File: config.mk
export PLATFORM = sky130hd
export DESIGN_NAME = rounded_rect_fill_blend
export DESIGN_NICKNAME = d
export VERILOG_FILES = /design/src/rtl/rrfb_pkg.sv /design/src/rtl/rrfb_geom.sv /design/src/rtl/rrfb_sqrt.sv /design/src/rtl/rrfb_blend.sv /design/src/rtl/rounded_rect_fill_blend.sv
export SDC_FILE = /design/constraint.sdc
export NUM_CORES = 2
export LEC_CHECK = 0
export ABC_AREA = 1
export BUFFER_PORTS_ARGS = -buffer_cell sky130_fd_sc_hd__buf_2
export CORE_MARGIN = 5
export CORE_UTILIZATION = 45
export DETAILED_ROUTE_END_ITERATION = 10
export PLACE_DENSITY = 0.66
export REMOVE_ABC_BUFFERS = 1
export SLEW_MARGIN = 20
export SYNTH_ARGS = -nofsm -noshare
export SYNTH_HDL_FRONTEND = slang
export SYNTH_HIERARCHICAL = 1
export SYNTH_SLANG_ARGS = --single-unit
export TNS_END_PERCENT = 20
File: constraint.sdc
create_clock -name clk -period 37.5 [get_ports clk]
set_clock_uncertainty 0.15 [all_clocks]
set_input_delay 5.625 -clock clk [delete_from_list [all_inputs] [get_ports clk]]
set_output_delay 5.625 -clock clk [all_outputs]
set_load 0.05 [all_outputs]
File: src/rtl/rrfb_pkg.sv
// Shared constants, types and helpers of the rounded rectangle fill and blend shader.
package rrfb_pkg;

  localparam int COORD_BITS = 12;
  localparam int FRAC_BITS  = 8;
  localparam int REG_BITS   = COORD_BITS + 1;
  localparam int RAD_BITS   = COORD_BITS + 3;
  localparam int COLOR_BITS = 32;
  localparam int CFG_IW     = 3;

  localparam int FX_ONE  = 1 << FRAC_BITS;
  localparam int FX_HALF = 1 << (FRAC_BITS - 1);

  localparam int CW = COORD_BITS + 4;
  localparam int DW = CW + FRAC_BITS + 2;
  localparam int RW = RAD_BITS + FRAC_BITS - 4;
  localparam int SW = REG_BITS + FRAC_BITS - 1;
  localparam int MW = RW + 1;

  localparam int SQ_STEPS  = 3;
  localparam int ROOT_BITS = MW + 1;
  localparam int SQ_STAGES = (ROOT_BITS + SQ_STEPS - 1) / SQ_STEPS;
  localparam int NROOT     = SQ_STAGES * SQ_STEPS;
  localparam int SQ_PAD_W  = 2 * NROOT;
  localparam int REM_W     = NROOT + 4;

  localparam int IN_W = ((2 * COORD_BITS + COLOR_BITS + 7) / 8) * 8;

  typedef enum logic [CFG_IW-1:0] {
    REG_LEFT   = 3'd0,
    REG_TOP    = 3'd1,
    REG_WIDTH  = 3'd2,
    REG_HEIGHT = 3'd3,
    REG_RADIUS = 3'd4,
    REG_COLOR  = 3'd5
  } cfg_reg_t;

  typedef struct packed {
    logic [REG_BITS-1:0] left;
    logic [REG_BITS-1:0] top;
    logic [REG_BITS-1:0] width;
    logic [REG_BITS-1:0] height;
    logic [RW-1:0]       r;
  } geom_cfg_t;

  typedef struct packed {
    logic [COLOR_BITS-1:0] dest;
    logic                  hit;
    logic                  corner;
    logic [SQ_PAD_W-1:0]   sq;
  } geo_t;

  typedef struct packed {
    logic [COLOR_BITS-1:0] dest;
    logic                  hit;
    logic                  corner;
    logic [NROOT-1:0]      rdist;
  } root_t;

  function automatic logic [7:0] div255(input logic [15:0] x);
    logic [16:0] t;
    t = {1'b0, x} + {9'd0, x[15:8]} + 17'd1;
    return t[15:8];
  endfunction

endpackage

File: src/rtl/rrfb_geom.sv
// Box test, corner selection and squared corner distance, three stages.
module rrfb_geom (
  input  logic                              clk,
  input  logic                              rst,
  input  rrfb_pkg::geom_cfg_t               cfg,
  input  logic                              in_valid,
  output logic                              in_ready,
  input  logic [rrfb_pkg::COORD_BITS-1:0]   px,
  input  logic [rrfb_pkg::COORD_BITS-1:0]   py,
  input  logic [rrfb_pkg::COLOR_BITS-1:0]   dest,
  output logic                              out_valid,
  input  logic                              out_ready,
  output rrfb_pkg::geo_t                    out_item
);

  localparam int CW = rrfb_pkg::CW;
  localparam int DW = rrfb_pkg::DW;
  localparam int MW = rrfb_pkg::MW;
  localparam int FB = rrfb_pkg::FRAC_BITS;

  logic signed [CW-1:0] x1, y1, x2, y2, pxs, pys, ri;
  logic signed [DW-1:0] rr, lx, rx, ty, by, dx, dy;
  logic nz, inbox, left, right, top, bottom, corner;

  logic v1, v2, v3, rdy1, rdy2, rdy3;
  logic [rrfb_pkg::COLOR_BITS-1:0] dest1, dest2, dest3;
  logic hit1, hit2, hit3, cor1, cor2, cor3;
  logic [MW-1:0] ax1, ay1;
  logic [2*MW-1:0] sqx2, sqy2;
  logic [rrfb_pkg::SQ_PAD_W-1:0] sq3;

  always_comb begin
    x1  = CW'($signed(cfg.left));
    y1  = CW'($signed(cfg.top));
    x2  = x1 + CW'($signed({1'b0, cfg.width}));
    y2  = y1 + CW'($signed({1'b0, cfg.height}));
    pxs = CW'($signed({1'b0, px}));
    pys = CW'($signed({1'b0, py}));
    ri  = CW'($signed({1'b0, cfg.r[rrfb_pkg::RW-1:FB]})) + CW'(1);
    nz  = (cfg.width != '0) && (cfg.height != '0);
    inbox = !((pxs < x1 - CW'(1)) || (pxs >= x2 + CW'(1)) ||
              (pys < y1 - CW'(1)) || (pys >= y2 + CW'(1)));
    left   = pxs < x1 + ri;
    right  = pxs >= x2 - ri;
    top    = pys < y1 + ri;
    bottom = pys >= y2 - ri;
    rr = DW'($signed({1'b0, cfg.r}));
    lx = ((DW'(x1) - DW'(pxs)) <<< FB) + rr - DW'(rrfb_pkg::FX_HALF);
    rx = ((DW'(pxs) - DW'(x2)) <<< FB) + DW'(rrfb_pkg::FX_HALF) + rr;
    ty = ((DW'(y1) - DW'(pys)) <<< FB) + rr - DW'(rrfb_pkg::FX_HALF);
    by = ((DW'(pys) - DW'(y2)) <<< FB) + DW'(rrfb_pkg::FX_HALF) + rr;
    priority if (left && top) begin
      dx = lx; dy = ty;
    end else if (right && top) begin
      dx = rx; dy = ty;
    end else if (left && bottom) begin
      dx = lx; dy = by;
    end else if (right && bottom) begin
      dx = rx; dy = by;
    end else begin
      dx = '0; dy = '0;
    end
    corner = (dx > DW'(0)) && (dy > DW'(0));
  end

  assign rdy3     = !v3 || out_ready;
  assign rdy2     = !v2 || rdy3;
  assign rdy1     = !v1 || rdy2;
  assign in_ready = rdy1;

  always_ff @(posedge clk) begin
    if (rst) begin
      v1 <= 1'b0;
      v2 <= 1'b0;
      v3 <= 1'b0;
    end else begin
      if (rdy1) v1 <= in_valid;
      if (rdy2) v2 <= v1;
      if (rdy3) v3 <= v2;
    end
  end

  always_ff @(posedge clk) begin
    if (rdy1) begin
      dest1 <= dest;
      hit1  <= nz && inbox;
      cor1  <= corner;
      ax1   <= dx[MW-1:0];
      ay1   <= dy[MW-1:0];
    end
    if (rdy2) begin
      dest2 <= dest1;
      hit2  <= hit1;
      cor2  <= cor1;
      sqx2  <= ax1 * ax1;
      sqy2  <= ay1 * ay1;
    end
    if (rdy3) begin
      dest3 <= dest2;
      hit3  <= hit2;
      cor3  <= cor2;
      sq3   <= rrfb_pkg::SQ_PAD_W'(sqx2) + rrfb_pkg::SQ_PAD_W'(sqy2);
    end
  end

  assign out_valid       = v3;
  assign out_item.dest   = dest3;
  assign out_item.hit    = hit3;
  assign out_item.corner = cor3;
  assign out_item.sq     = sq3;

endmodule

File: src/rtl/rrfb_sqrt.sv
// Pipelined digit-by-digit integer square root, a few root bits per stage.
module rrfb_sqrt (
  input  logic           clk,
  input  logic           rst,
  input  logic           in_valid,
  output logic           in_ready,
  input  rrfb_pkg::geo_t in_item,
  output logic           out_valid,
  input  logic           out_ready,
  output rrfb_pkg::root_t out_item
);

  localparam int NS = rrfb_pkg::SQ_STAGES;
  localparam int NR = rrfb_pkg::NROOT;
  localparam int RM = rrfb_pkg::REM_W;
  localparam int AW = rrfb_pkg::SQ_PAD_W;

  logic [NS-1:0] v, rdy, hit, cor;
  logic [NR-1:0] q [NS];
  logic [RM-1:0] rem [NS];
  logic [AW-1:0] rad [NS];
  logic [rrfb_pkg::COLOR_BITS-1:0] dest [NS];

  logic [NR-1:0] q_next [NS];
  logic [RM-1:0] rem_next [NS];
  logic [AW-1:0] rad_next [NS];

  always_comb begin
    logic [NR-1:0] qt;
    logic [RM-1:0] rt, tr;
    logic [AW-1:0] at;
    for (int s = 0; s < NS; s++) begin
      if (s == 0) begin
        qt = '0; rt = '0; at = in_item.sq;
      end else begin
        qt = q[s-1]; rt = rem[s-1]; at = rad[s-1];
      end
      for (int k = 0; k < rrfb_pkg::SQ_STEPS; k++) begin
        rt = {rt[RM-3:0], at[AW-1 -: 2]};
        at = {at[AW-3:0], 2'b00};
        tr = RM'({qt, 2'b01});
        if (rt >= tr) begin
          rt = rt - tr;
          qt = {qt[NR-2:0], 1'b1};
        end else begin
          qt = {qt[NR-2:0], 1'b0};
        end
      end
      q_next[s]   = qt;
      rem_next[s] = rt;
      rad_next[s] = at;
    end
  end

  always_comb begin
    rdy[NS-1] = !v[NS-1] || out_ready;
    for (int s = NS - 2; s >= 0; s--) begin
      rdy[s] = !v[s] || rdy[s+1];
    end
  end

  assign in_ready = rdy[0];

  always_ff @(posedge clk) begin
    if (rst) begin
      v <= '0;
    end else begin
      if (rdy[0]) v[0] <= in_valid;
      for (int s = 1; s < NS; s++) begin
        if (rdy[s]) v[s] <= v[s-1];
      end
    end
  end

  always_ff @(posedge clk) begin
    if (rdy[0]) begin
      q[0]    <= q_next[0];
      rem[0]  <= rem_next[0];
      rad[0]  <= rad_next[0];
      dest[0] <= in_item.dest;
      hit[0]  <= in_item.hit;
      cor[0]  <= in_item.corner;
    end
    for (int s = 1; s < NS; s++) begin
      if (rdy[s]) begin
        q[s]    <= q_next[s];
        rem[s]  <= rem_next[s];
        rad[s]  <= rad_next[s];
        dest[s] <= dest[s-1];
        hit[s]  <= hit[s-1];
        cor[s]  <= cor[s-1];
      end
    end
  end

  assign out_valid       = v[NS-1];
  assign out_item.dest   = dest[NS-1];
  assign out_item.hit    = hit[NS-1];
  assign out_item.corner = cor[NS-1];
  assign out_item.rdist  = q[NS-1];

endmodule

File: src/rtl/rrfb_blend.sv
// Coverage, alpha scaling and premultiplied source-over blend, three stages.
module rrfb_blend (
  input  logic                            clk,
  input  logic                            rst,
  input  logic [rrfb_pkg::COLOR_BITS-1:0] color,
  input  logic [rrfb_pkg::RW-1:0]         r,
  input  logic                            in_valid,
  output logic                            in_ready,
  input  rrfb_pkg::root_t                 in_item,
  output logic                            out_valid,
  input  logic                            out_ready,
  output logic [rrfb_pkg::COLOR_BITS-1:0] result_pixel,
  output logic                            written
);

  localparam int FB = rrfb_pkg::FRAC_BITS;
  localparam int BW = rrfb_pkg::NROOT + 3;

  logic signed [BW-1:0] dv, rv, cov_full;
  logic beyond, on_rim;
  logic [FB:0] cov;
  logic [FB+8:0] prod;

  logic v1, v2, v3, rdy1, rdy2, rdy3;
  logic [rrfb_pkg::COLOR_BITS-1:0] dest1, dest2, res3;
  logic ok1, w2, opq2, w3;
  logic [7:0] pa1, pa2, inv;
  logic [15:0] ma2, sr2, sg2, sb2, dr2, dg2, db2;

  always_comb begin
    dv = BW'($signed({1'b0, in_item.rdist}));
    rv = BW'($signed({1'b0, r}));
    beyond = in_item.corner && (dv > rv + BW'(rrfb_pkg::FX_HALF));
    on_rim = in_item.corner && (dv > rv - BW'(rrfb_pkg::FX_HALF));
    cov_full = rv + BW'(rrfb_pkg::FX_HALF) - dv;
    cov = on_rim ? cov_full[FB:0] : (FB+1)'(rrfb_pkg::FX_ONE);
    prod = (FB+9)'(color[31:24]) * (FB+9)'(cov);
    inv = 8'hFF - pa1;
  end

  assign rdy3     = !v3 || out_ready;
  assign rdy2     = !v2 || rdy3;
  assign rdy1     = !v1 || rdy2;
  assign in_ready = rdy1;

  always_ff @(posedge clk) begin
    if (rst) begin
      v1 <= 1'b0;
      v2 <= 1'b0;
      v3 <= 1'b0;
    end else begin
      if (rdy1) v1 <= in_valid;
      if (rdy2) v2 <= v1;
      if (rdy3) v3 <= v2;
    end
  end

  always_ff @(posedge clk) begin
    if (rdy1) begin
      dest1 <= in_item.dest;
      ok1   <= in_item.hit && !beyond;
      pa1   <= prod[FB +: 8];
    end
    if (rdy2) begin
      dest2 <= dest1;
      w2    <= ok1 && (pa1 != 8'd0);
      opq2  <= pa1 == 8'hFF;
      pa2   <= pa1;
      ma2   <= dest1[31:24] * inv;
      dr2   <= dest1[23:16] * inv;
      dg2   <= dest1[15:8] * inv;
      db2   <= dest1[7:0] * inv;
      sr2   <= color[23:16] * pa1;
      sg2   <= color[15:8] * pa1;
      sb2   <= color[7:0] * pa1;
    end
    if (rdy3) begin
      w3 <= w2;
      if (!w2) begin
        res3 <= dest2;
      end else if (opq2) begin
        res3 <= {8'hFF, color[23:0]};
      end else begin
        res3 <= {pa2 + rrfb_pkg::div255(ma2),
                 rrfb_pkg::div255(sr2) + rrfb_pkg::div255(dr2),
                 rrfb_pkg::div255(sg2) + rrfb_pkg::div255(dg2),
                 rrfb_pkg::div255(sb2) + rrfb_pkg::div255(db2)};
      end
    end
  end

  assign out_valid    = v3;
  assign result_pixel = res3;
  assign written      = w3;

endmodule

File: src/rtl/rounded_rect_fill_blend.sv
// Top level of the antialiased rounded rectangle fill and source-over blend shader.
// The slave stream carries one pixel per item: x, y and the destination ARGB word.
// The master stream returns one item per pixel: the ARGB word to store in tdata and
// the written flag in tuser, in the order the pixels came in.
// The write port sets rectangle position, size, corner radius and fill color; write
// it only while no pixel is in flight.
// An accepted item passes through three stages of box test, corner offset and squaring,
// seven square-root stages of three root bits each, and three stages of coverage,
// channel products and the divide by 255.
// Throughput is one item per cycle while the receiver keeps m_tready high; every stage is a register with a valid bit.
// When the receiver stalls, each stage holds its item and empty stages keep filling,
// so s_tready drops only once the whole pipeline is full.
// Reset clears all valid bits and the configuration registers to zero (nothing is drawn).
module rounded_rect_fill_blend (
  input  logic                            clk,
  input  logic                            rst,
  input  logic                            s_tvalid,
  output logic                            s_tready,
  input  logic [rrfb_pkg::IN_W-1:0]       s_tdata,  // pixel_x, pixel_y, dest_pixel
  output logic                            m_tvalid,
  input  logic                            m_tready,
  output logic [rrfb_pkg::COLOR_BITS-1:0] m_tdata,  // result_pixel
  output logic                            m_tuser,  // written
  input  logic                            cfg_we,
  input  logic [rrfb_pkg::CFG_IW-1:0]     cfg_index,
  input  logic [rrfb_pkg::COLOR_BITS-1:0] cfg_data
);

  localparam int CB = rrfb_pkg::COORD_BITS;
  localparam int RB = rrfb_pkg::REG_BITS;
  localparam int EW = rrfb_pkg::RW + rrfb_pkg::SW;

  logic [RB-1:0] rect_left, rect_top, rect_width, rect_height;
  logic [rrfb_pkg::RAD_BITS-1:0] corner_radius;
  logic [rrfb_pkg::COLOR_BITS-1:0] fill_color;

  logic [RB-1:0] side;
  logic [EW-1:0] r_side, r_cfg;
  logic [rrfb_pkg::RW-1:0] r;
  rrfb_pkg::geom_cfg_t gcfg;

  logic g_valid, g_ready, q_valid, q_ready;
  rrfb_pkg::geo_t  g_item;
  rrfb_pkg::root_t q_item;

  always_ff @(posedge clk) begin
    if (rst) begin
      rect_left     <= '0;
      rect_top      <= '0;
      rect_width    <= '0;
      rect_height   <= '0;
      corner_radius <= '0;
      fill_color    <= '0;
    end else if (cfg_we) begin
      unique case (rrfb_pkg::cfg_reg_t'(cfg_index))
        rrfb_pkg::REG_LEFT:   rect_left     <= cfg_data[RB-1:0];
        rrfb_pkg::REG_TOP:    rect_top      <= cfg_data[RB-1:0];
        rrfb_pkg::REG_WIDTH:  rect_width    <= cfg_data[RB-1:0];
        rrfb_pkg::REG_HEIGHT: rect_height   <= cfg_data[RB-1:0];
        rrfb_pkg::REG_RADIUS: corner_radius <= cfg_data[rrfb_pkg::RAD_BITS-1:0];
        rrfb_pkg::REG_COLOR:  fill_color    <= cfg_data;
        default: ;
      endcase
    end
  end

  always_comb begin
    side   = (rect_width < rect_height) ? rect_width : rect_height;
    r_side = EW'(side) << (rrfb_pkg::FRAC_BITS - 1);
    r_cfg  = EW'(corner_radius) << (rrfb_pkg::FRAC_BITS - 4);
    r      = rrfb_pkg::RW'((r_cfg > r_side) ? r_side : r_cfg);
    gcfg.left   = rect_left;
    gcfg.top    = rect_top;
    gcfg.width  = rect_width;
    gcfg.height = rect_height;
    gcfg.r      = r;
  end

  rrfb_geom u_geom (
    .clk       (clk),
    .rst       (rst),
    .cfg       (gcfg),
    .in_valid  (s_tvalid),
    .in_ready  (s_tready),
    .px        (s_tdata[CB-1:0]),
    .py        (s_tdata[2*CB-1:CB]),
    .dest      (s_tdata[2*CB +: rrfb_pkg::COLOR_BITS]),
    .out_valid (g_valid),
    .out_ready (g_ready),
    .out_item  (g_item)
  );

  rrfb_sqrt u_sqrt (
    .clk       (clk),
    .rst       (rst),
    .in_valid  (g_valid),
    .in_ready  (g_ready),
    .in_item   (g_item),
    .out_valid (q_valid),
    .out_ready (q_ready),
    .out_item  (q_item)
  );

  rrfb_blend u_blend (
    .clk          (clk),
    .rst          (rst),
    .color        (fill_color),
    .r            (r),
    .in_valid     (q_valid),
    .in_ready     (q_ready),
    .in_item      (q_item),
    .out_valid    (m_tvalid),
    .out_ready    (m_tready),
    .result_pixel (m_tdata),
    .written      (m_tuser)
  );

  a_empty_out_ready: assert property (@(posedge clk) disable iff (rst)
    !m_tvalid |-> s_tready) else $error("input stalled with empty output stage");

  a_written_alpha: assert property (@(posedge clk) disable iff (rst)
    m_tvalid && m_tuser |-> fill_color[31:24] != 8'd0)
    else $error("pixel written with zero fill alpha");

  a_zero_size: assert property (@(posedge clk) disable iff (rst)
    m_tvalid && (rect_width == '0 || rect_height == '0) |-> !m_tuser)
    else $error("pixel written for empty rectangle");

  a_reset_empty: assert property (@(posedge clk)
    rst |=> !m_tvalid) else $error("output valid right after reset");

endmodule

After elaboration in Yosys (flattened, before gate mapping)
Memories as Yosys holds them, arrays and structs flattened. A register that Yosys moved wholly into a read port is not among the register bits. Index checks and enable logic that the tools add are counted.

Equal/unequal tests: 6. Reductions and logical operators: 52. Multiplexer cells: 69. $add $sub $neg: 67. Order comparisons: 35. Multiply operators: 10.

Operators by type and width (number): >= comparator 25 x 23 -> 1 bit (18); two-way mux 23 bit (14); subtractor 23 bit (12); two-way mux 26 bit (8); two-way mux 25 bit (7); subtractor 25 x 23 -> 25 bit (6); adder 16 x 1 -> 16 bit (second input constant) (7); adder 16 x 8 -> 16 bit (7); multiplier 8 x 8 -> 16 bit (7); adder 26 x 20 -> 26 bit (4); multiplier 20 x 20 -> 40 bit (2); >= comparator 13 x 16 -> 1 bit (4); less-than comparator 13 x 16 -> 1 bit (4); two-way mux 32 bit (2); adder 26 x 9 -> 26 bit (second input constant) (2); > comparator 26 x 1 -> 1 bit (second input constant) (2); subtractor 26 x 9 -> 26 bit (second input constant) (2); adder 40 x 40 -> 41 bit (1); two-way mux 1 bit (35); adder 15 x 2 -> 16 bit (second input constant) (2); adder 8 bit (4); subtractor 13 x 15 -> 16 bit (2); subtractor 15 x 13 -> 16 bit (2); adder 13 x 14 -> 15 bit (2); other kinds (33) (83).

Input bits: 96. Memories kept: 4. Flip-flop bits (word level): 586. Output and inout port bits: 35. Memory bits (writable): 798.

Memories: u_sqrt.rad (depth 7, bits a word 36, read ports 6, clocked after memory_dff 0, write ports 7, RTL line rrfb_sqrt.sv:21) `logic [AW-1:0] rad [NS];`; u_sqrt.dest (depth 7, bits a word 32, read ports 7, clocked after memory_dff 1, write ports 7, RTL line rrfb_sqrt.sv:22) `logic [rrfb_pkg::COLOR_BITS-1:0] dest [NS];`; u_sqrt.rem (depth 7, bits a word 25, read ports 6, clocked after memory_dff 0, write ports 7, RTL line rrfb_sqrt.sv:20) `logic [RM-1:0] rem [NS];`; u_sqrt.q (depth 7, bits a word 21, read ports 7, clocked after memory_dff 0, write ports 7, RTL line rrfb_sqrt.sv:19) `logic [NR-1:0] q [NS];`.

Logic depth before layout (Yosys ltp)
Word-level depth: 14. Gate-level depth with buffers: 69. Depth with buffers taken out: 66.

Cells and area by module
Netlist, hierarchy kept.

Modules (own cells, without submodules): rrfb_geom (seq. area each 7387.1 um2, area each 43544.3 um2, times used 1, cells an instance 5227); rrfb_sqrt (seq. area each 17737.0 um2, area each 41293.4 um2, times used 1, cells an instance 5298); rrfb_blend (seq. area each 6906.6 um2, area each 28376.0 um2, times used 1, cells an instance 3291); rounded_rect_fill_blend (seq. area each 1981.9 um2, area each 4526.8 um2, times used 1, cells an instance 627).

Worst setup path before layout
OpenSTA, ideal clock, no wires.

Path type: input to output. From: input port m_tready. To: output port s_tready. Setup slack: 9.591 ns. Stages on the path: 20. Path buffers: 0. Data arrival time: 22.134 ns. Cell sequence: inv_1 > nand2_1 > nor2_1 > nand2_1 > nor2_1 > inv_1 > nor2_1 > inv_1 > nor2_1 > inv_1 > nor2_1 > inv_1 > nor2_1 > inv_1 > nor2_1 > nand2_1 > inv_1 > nand2_1 > nor2_1 > nand2_1.

Longest elaborated chain between the ends: 13.

Ends and longest elaborated chain: start, declared (RTL line rounded_rect_fill_blend.sv:21) `input logic m_tready,`; logical OR 1 bit (RTL line rrfb_blend.sv:41) `assign rdy3 = !v3 || out_ready;`; named net u_blend.rdy3 (RTL line rrfb_blend.sv:24) `logic v1, v2, v3, rdy1, rdy2, rdy3;`; logical OR 1 bit (RTL line rrfb_blend.sv:42) `assign rdy2 = !v2 || rdy3;`; logical OR 1 bit (RTL line rrfb_blend.sv:43) `assign rdy1 = !v1 || rdy2;`; named net q_ready (RTL line rounded_rect_fill_blend.sv:42) `logic g_valid, g_ready, q_valid, q_ready;`; logical OR 1 bit (RTL line rrfb_sqrt.sv:56) `rdy[NS-1] = !v[NS-1] || out_ready;`; named net u_sqrt.rdy[6] (RTL line rrfb_sqrt.sv:18) `logic [NS-1:0] v, rdy, hit, cor;`; logical OR 1 bit (RTL line rrfb_sqrt.sv:58) `rdy[s] = !v[s] || rdy[s+1];`; named net u_sqrt.rdy[5] (RTL line rrfb_sqrt.sv:18); [... 1 more ...]; named net u_sqrt.rdy[4] (RTL line rrfb_sqrt.sv:18); [... 1 more ...]; named net u_sqrt.rdy[3] (RTL line rrfb_sqrt.sv:18); logical OR 1 bit (RTL line rrfb_sqrt.sv:58); named net u_sqrt.rdy[2] (RTL line rrfb_sqrt.sv:18); logical OR 1 bit (2 in a row) (RTL line rrfb_sqrt.sv:58); named net g_ready (RTL line rounded_rect_fill_blend.sv:42); logical OR 1 bit (RTL line rrfb_geom.sv:66) `assign rdy3 = !v3 || out_ready;`; named net u_geom.rdy3 (RTL line rrfb_geom.sv:25) `logic v1, v2, v3, rdy1, rdy2, rdy3;`; logical OR 1 bit (RTL line rrfb_geom.sv:67) `assign rdy2 = !v2 || rdy3;`; logical OR 1 bit (RTL line rrfb_geom.sv:68) `assign rdy1 = !v1 || rdy2;`; end, declared (RTL line rounded_rect_fill_blend.sv:18) `output logic s_tready,`.

The timed path passes the listed nets, and every way through them passes these cells.

Final worst setup path
Same ends and word-level chain as after synthesis.

==> summary.md <==
| Metric | Value |
|---|---|
| Largest net degree at the start of global routing | 85 |
| Skew-Pair Late Insertion Delay | 0.82 ns |
| Die area | 272000 µm² |
| CTS max path bufs | 3 |
| Slew headroom | 23.9% |
| Die W | around 520 µm |
| Hold Path End | u_geom/dest3[10] |
| VDD IR max | about 170 µV |
| Yosys reg bits | 1170 |
| Hold Crit Class | reg2reg |
| Period utilization | 45.9% |
| Final net count | 16700 |
| Min cycle time layout | 17.21 ns |
| Top delay family on crit path | simple AND/OR/NAND/NOR gates |
| Post-cts sizing count | 0 |
| Main synth FF type | edfxtp_1 |
| CP arrival | between 10 and 15 ns |
| Slowest stage delay, CP | 0.49 ns |
| DR vias/cell | 5.14 |
| Initial antenna violation count | 1 |
| Warning count from the yosys run | 6 |
| Total Wirelength | 302 mm |
| TritonCTS clock tree | yes |
| Worst-path clk slew | around 0.06 ns |
| TritonRoute pass-1 iters | 6 |
| FMAX | 0.0581 GHz |
| Lkg Pwr | ~0.066 µW |
| WS Path Type | in2out |
| Fin util | 48.7% |
| Startpoint of the worst register-to-register path | rect_height[12] |
| Initial Util | 45.3% |
| Final max-slew violation count | 0 |
| Antenna-violating nets left | 0 |
| Synthesis-to-finish area growth | 7.61% |
| Wire per inst | 16.6 µm |
| First-pass GRT wire length | between 400 and 500 mm |
| Num CTS Buffers | 132 |
| Hold wc startpoint | u_geom/dest2[10] |
| Startpoint type of the worst setup path | primary input |
| Syn Inst Count | around 14000 |
| Worst-path cell chain | buf_2, inv_1, nand2_1, buf_4, nor2_1, nand2_2, buf_4, nor2_1, inv_2, nor2_1, clkinv_2, nor2_1, inv_4, nor2_1, inv_4, nor2_1, inv_4, nor2_1, nand2_4, inv_1, nand2_4, nor2_1, nand2_4, buf_2 |
| All-layer global routing usage | 22.0% |
| Io pins | 131 |
| Gr busiest metal | met2 |
| CP Max Fanout | 43 |
| Layout cells sized above 1 | around 4.8% |
| IO Port Bufs | 130 |
| Die height | 522 µm |
| FFs w/ async S/R, synth | 0% |
| Sequential cell area fraction in the yosys report | between 20% and 30% |
| Most frequent cells in the layout | nand2_1 (3457), inv_1 (2750), ha_1 (1260), nor2_1 (1167), edfxtp_1 (1058) |
| CP max-delay cell | nor2_1 |
| Met1 GRT Util | 29.5% |
| FP Rows | between 150 and 200 |
| Grt total ovfl | 0 |
| Critical Path RT | approximately 32 ns |
| Setup Viol. Count Final | 0 |
| Buffers and inverters on the worst path | 11 |
| Cell mode on critical path | nor2_1 |
| Post-CTS setup buffers | 0 |
| Measured slew at the worst slew-check pin | 1.14 ns |
| Cts hold-fix bufs | 0 |
| Critical Path End Type | output port |
| Global placer's final weighted congestion | ~0.95 |
| Global Route met2 Usage | 37.4% |
| Max-cap violations | 0 |
| Status | completed |
| Fin. Hold Viols | 0 |
| Initial DRC Count | 6946 |
| Remaining DRCs | 0 |
| Core footprint | 260000 µm² |
| Post-synth EDFFs | about 1100 |
| Syn Area/Cell | just over 8 µm² |
| Commonest non-fill, non-tap cell in the layout | nand2_1 |
| Mapped Area | 118000 µm² |
| P per Cell Area | 91.2 nW/µm² |
| RSZ-0062 raised after global routing | no |
| Final setup TNS | 0 ns |
| HPWL Detailed | 241 mm |
| Clk root buf | clkbuf_16 |
| Worst reg2reg path depth | 51 |
| Vias | 93300 |
| Met3 Use GR | 2.32% |
| RR Endpoint | u_blend/pa1[7] |
| H-tree depth | 4 |
| Worst R2R Setup Slack | 26.24 ns |
| Post-synth cell types | 82 |
| Worst Hold Depth | 0 |
| Clock Sinks | 1170 |
| Vias in the first global route | 90900 |
==> registers in the layout, indices dropped and copies added (netlist names), 39 cells and up <==
name,cells
u_sqrt/dest,224
u_sqrt/q,84
u_sqrt/rad,126
u_sqrt/rem,138
u_geom/sqx2,39
u_geom/sq3,39
==> where the power goes <==
group          internal (µW)  switching, µW  leakage [µW]
Combinational           2890           5030        0.0518
Clock                    776            560       0.00217
Sequential              2050            248        0.0122
Total                   5710           5840        0.0661
==> cells in the mapped netlist, types with 13 or more instances <==
library cell	number	area (µm²)
nand2_1	3461	13000
clkbuf_1	173	649
inv_2	37	139
o22ai_1	15	93.8
buf_1	27	101
a21oi_1	799	4000
nand2_2	80	500
edfxtp_1	1058	31800
buf_2	23	115
inv_1	2758	10400
nor2_2	42	263
fa_1	854	17100
nand3_2	31	310
o21ai_1	30	150
nor4_1	22	138
buf_6	24	270
buf_4	13	97.6
nand3b_1	38	285
nor3_1	106	531
nand2_4	13	146
nor2_1	1168	4380
a21o_1	30	225
o211ai_1	37	278
dfxtp_1	112	2240
nor2_4	21	236
or2_2	25	156
o21a_1	31	233
o21bai_1	54	405
a21boi_0	15	113
o21ai_0	427	2140
xnor2_1	239	2090
a31oi_1	36	225
a211oi_1	36	270
nand4_1	182	1140
xor2_1	387	3390
ha_1	1260	15800
nand3_1	635	3180
==> per-stage QoR <==
stage	cell area [µm²]	setup WS, ns	cells	hold WS [ns]	total power, µW
after global placement	122000	20.11	17900	0.250	10100
after global routing	127000	19.75	18100	0.253	12800
final	127000	20.29	18100	0.241	11600
after floorplan	117000	9.59	14200	0.250	8120
after detailed placement	122000	20.21	17900	0.255	10200
after CTS	127000	20.18	18100	0.236	11600
==> worst max-delay path by stage <==
| stage | cells past startpoint | from | slack [ns] | endpoint |
|---|---|---|---|---|
| floorplan | 20 | m_tready | 9.59 | s_tready |
| global placement | 24 | m_tready | 20.11 | s_tready |
| detailed placement | 24 | m_tready | 20.21 | s_tready |
| CTS | 24 | m_tready | 20.18 | s_tready |
| global route | 24 | m_tready | 19.75 | s_tready |
| finish | 24 | m_tready | 20.29 | s_tready |
==> area by class of cell <==
cell class	instances	area, µm²
Fill cell	24900	133000
Multi-Input combinational cell	10200	72100
Sequential cell	1170	34000
Inverter	2804	10500
Tap cell	3496	4370
Clock buffer	167	3510
Timing Repair Buffer	197	1160
Clock inverter	73	1030
Antenna cell	3	7.51
==> per-layer routing <==
layer	share of wire, %	vias to the layer above
met3	5.4	460
li1	-	46300
met1	44	44100
met4	3.5	0
met2	47	2510
met5	0	-
==> logic make-up after synthesis <==
kind of cell               after synthesis  share of synthesized area [%]
adders and majority gates             2114                           27.9
other                                    3                        0.00956
muxes                                    2                         0.0191
and+or+nand+nor                       5865                           20.9
buffers and inverters                 3065                           10.0
xor gates and xnor gates               629                           4.71
DFF                                   1170                           28.9
AOI/OAI and AO/OA                     1595                           7.55
Power figures use the tool's default switching activity.
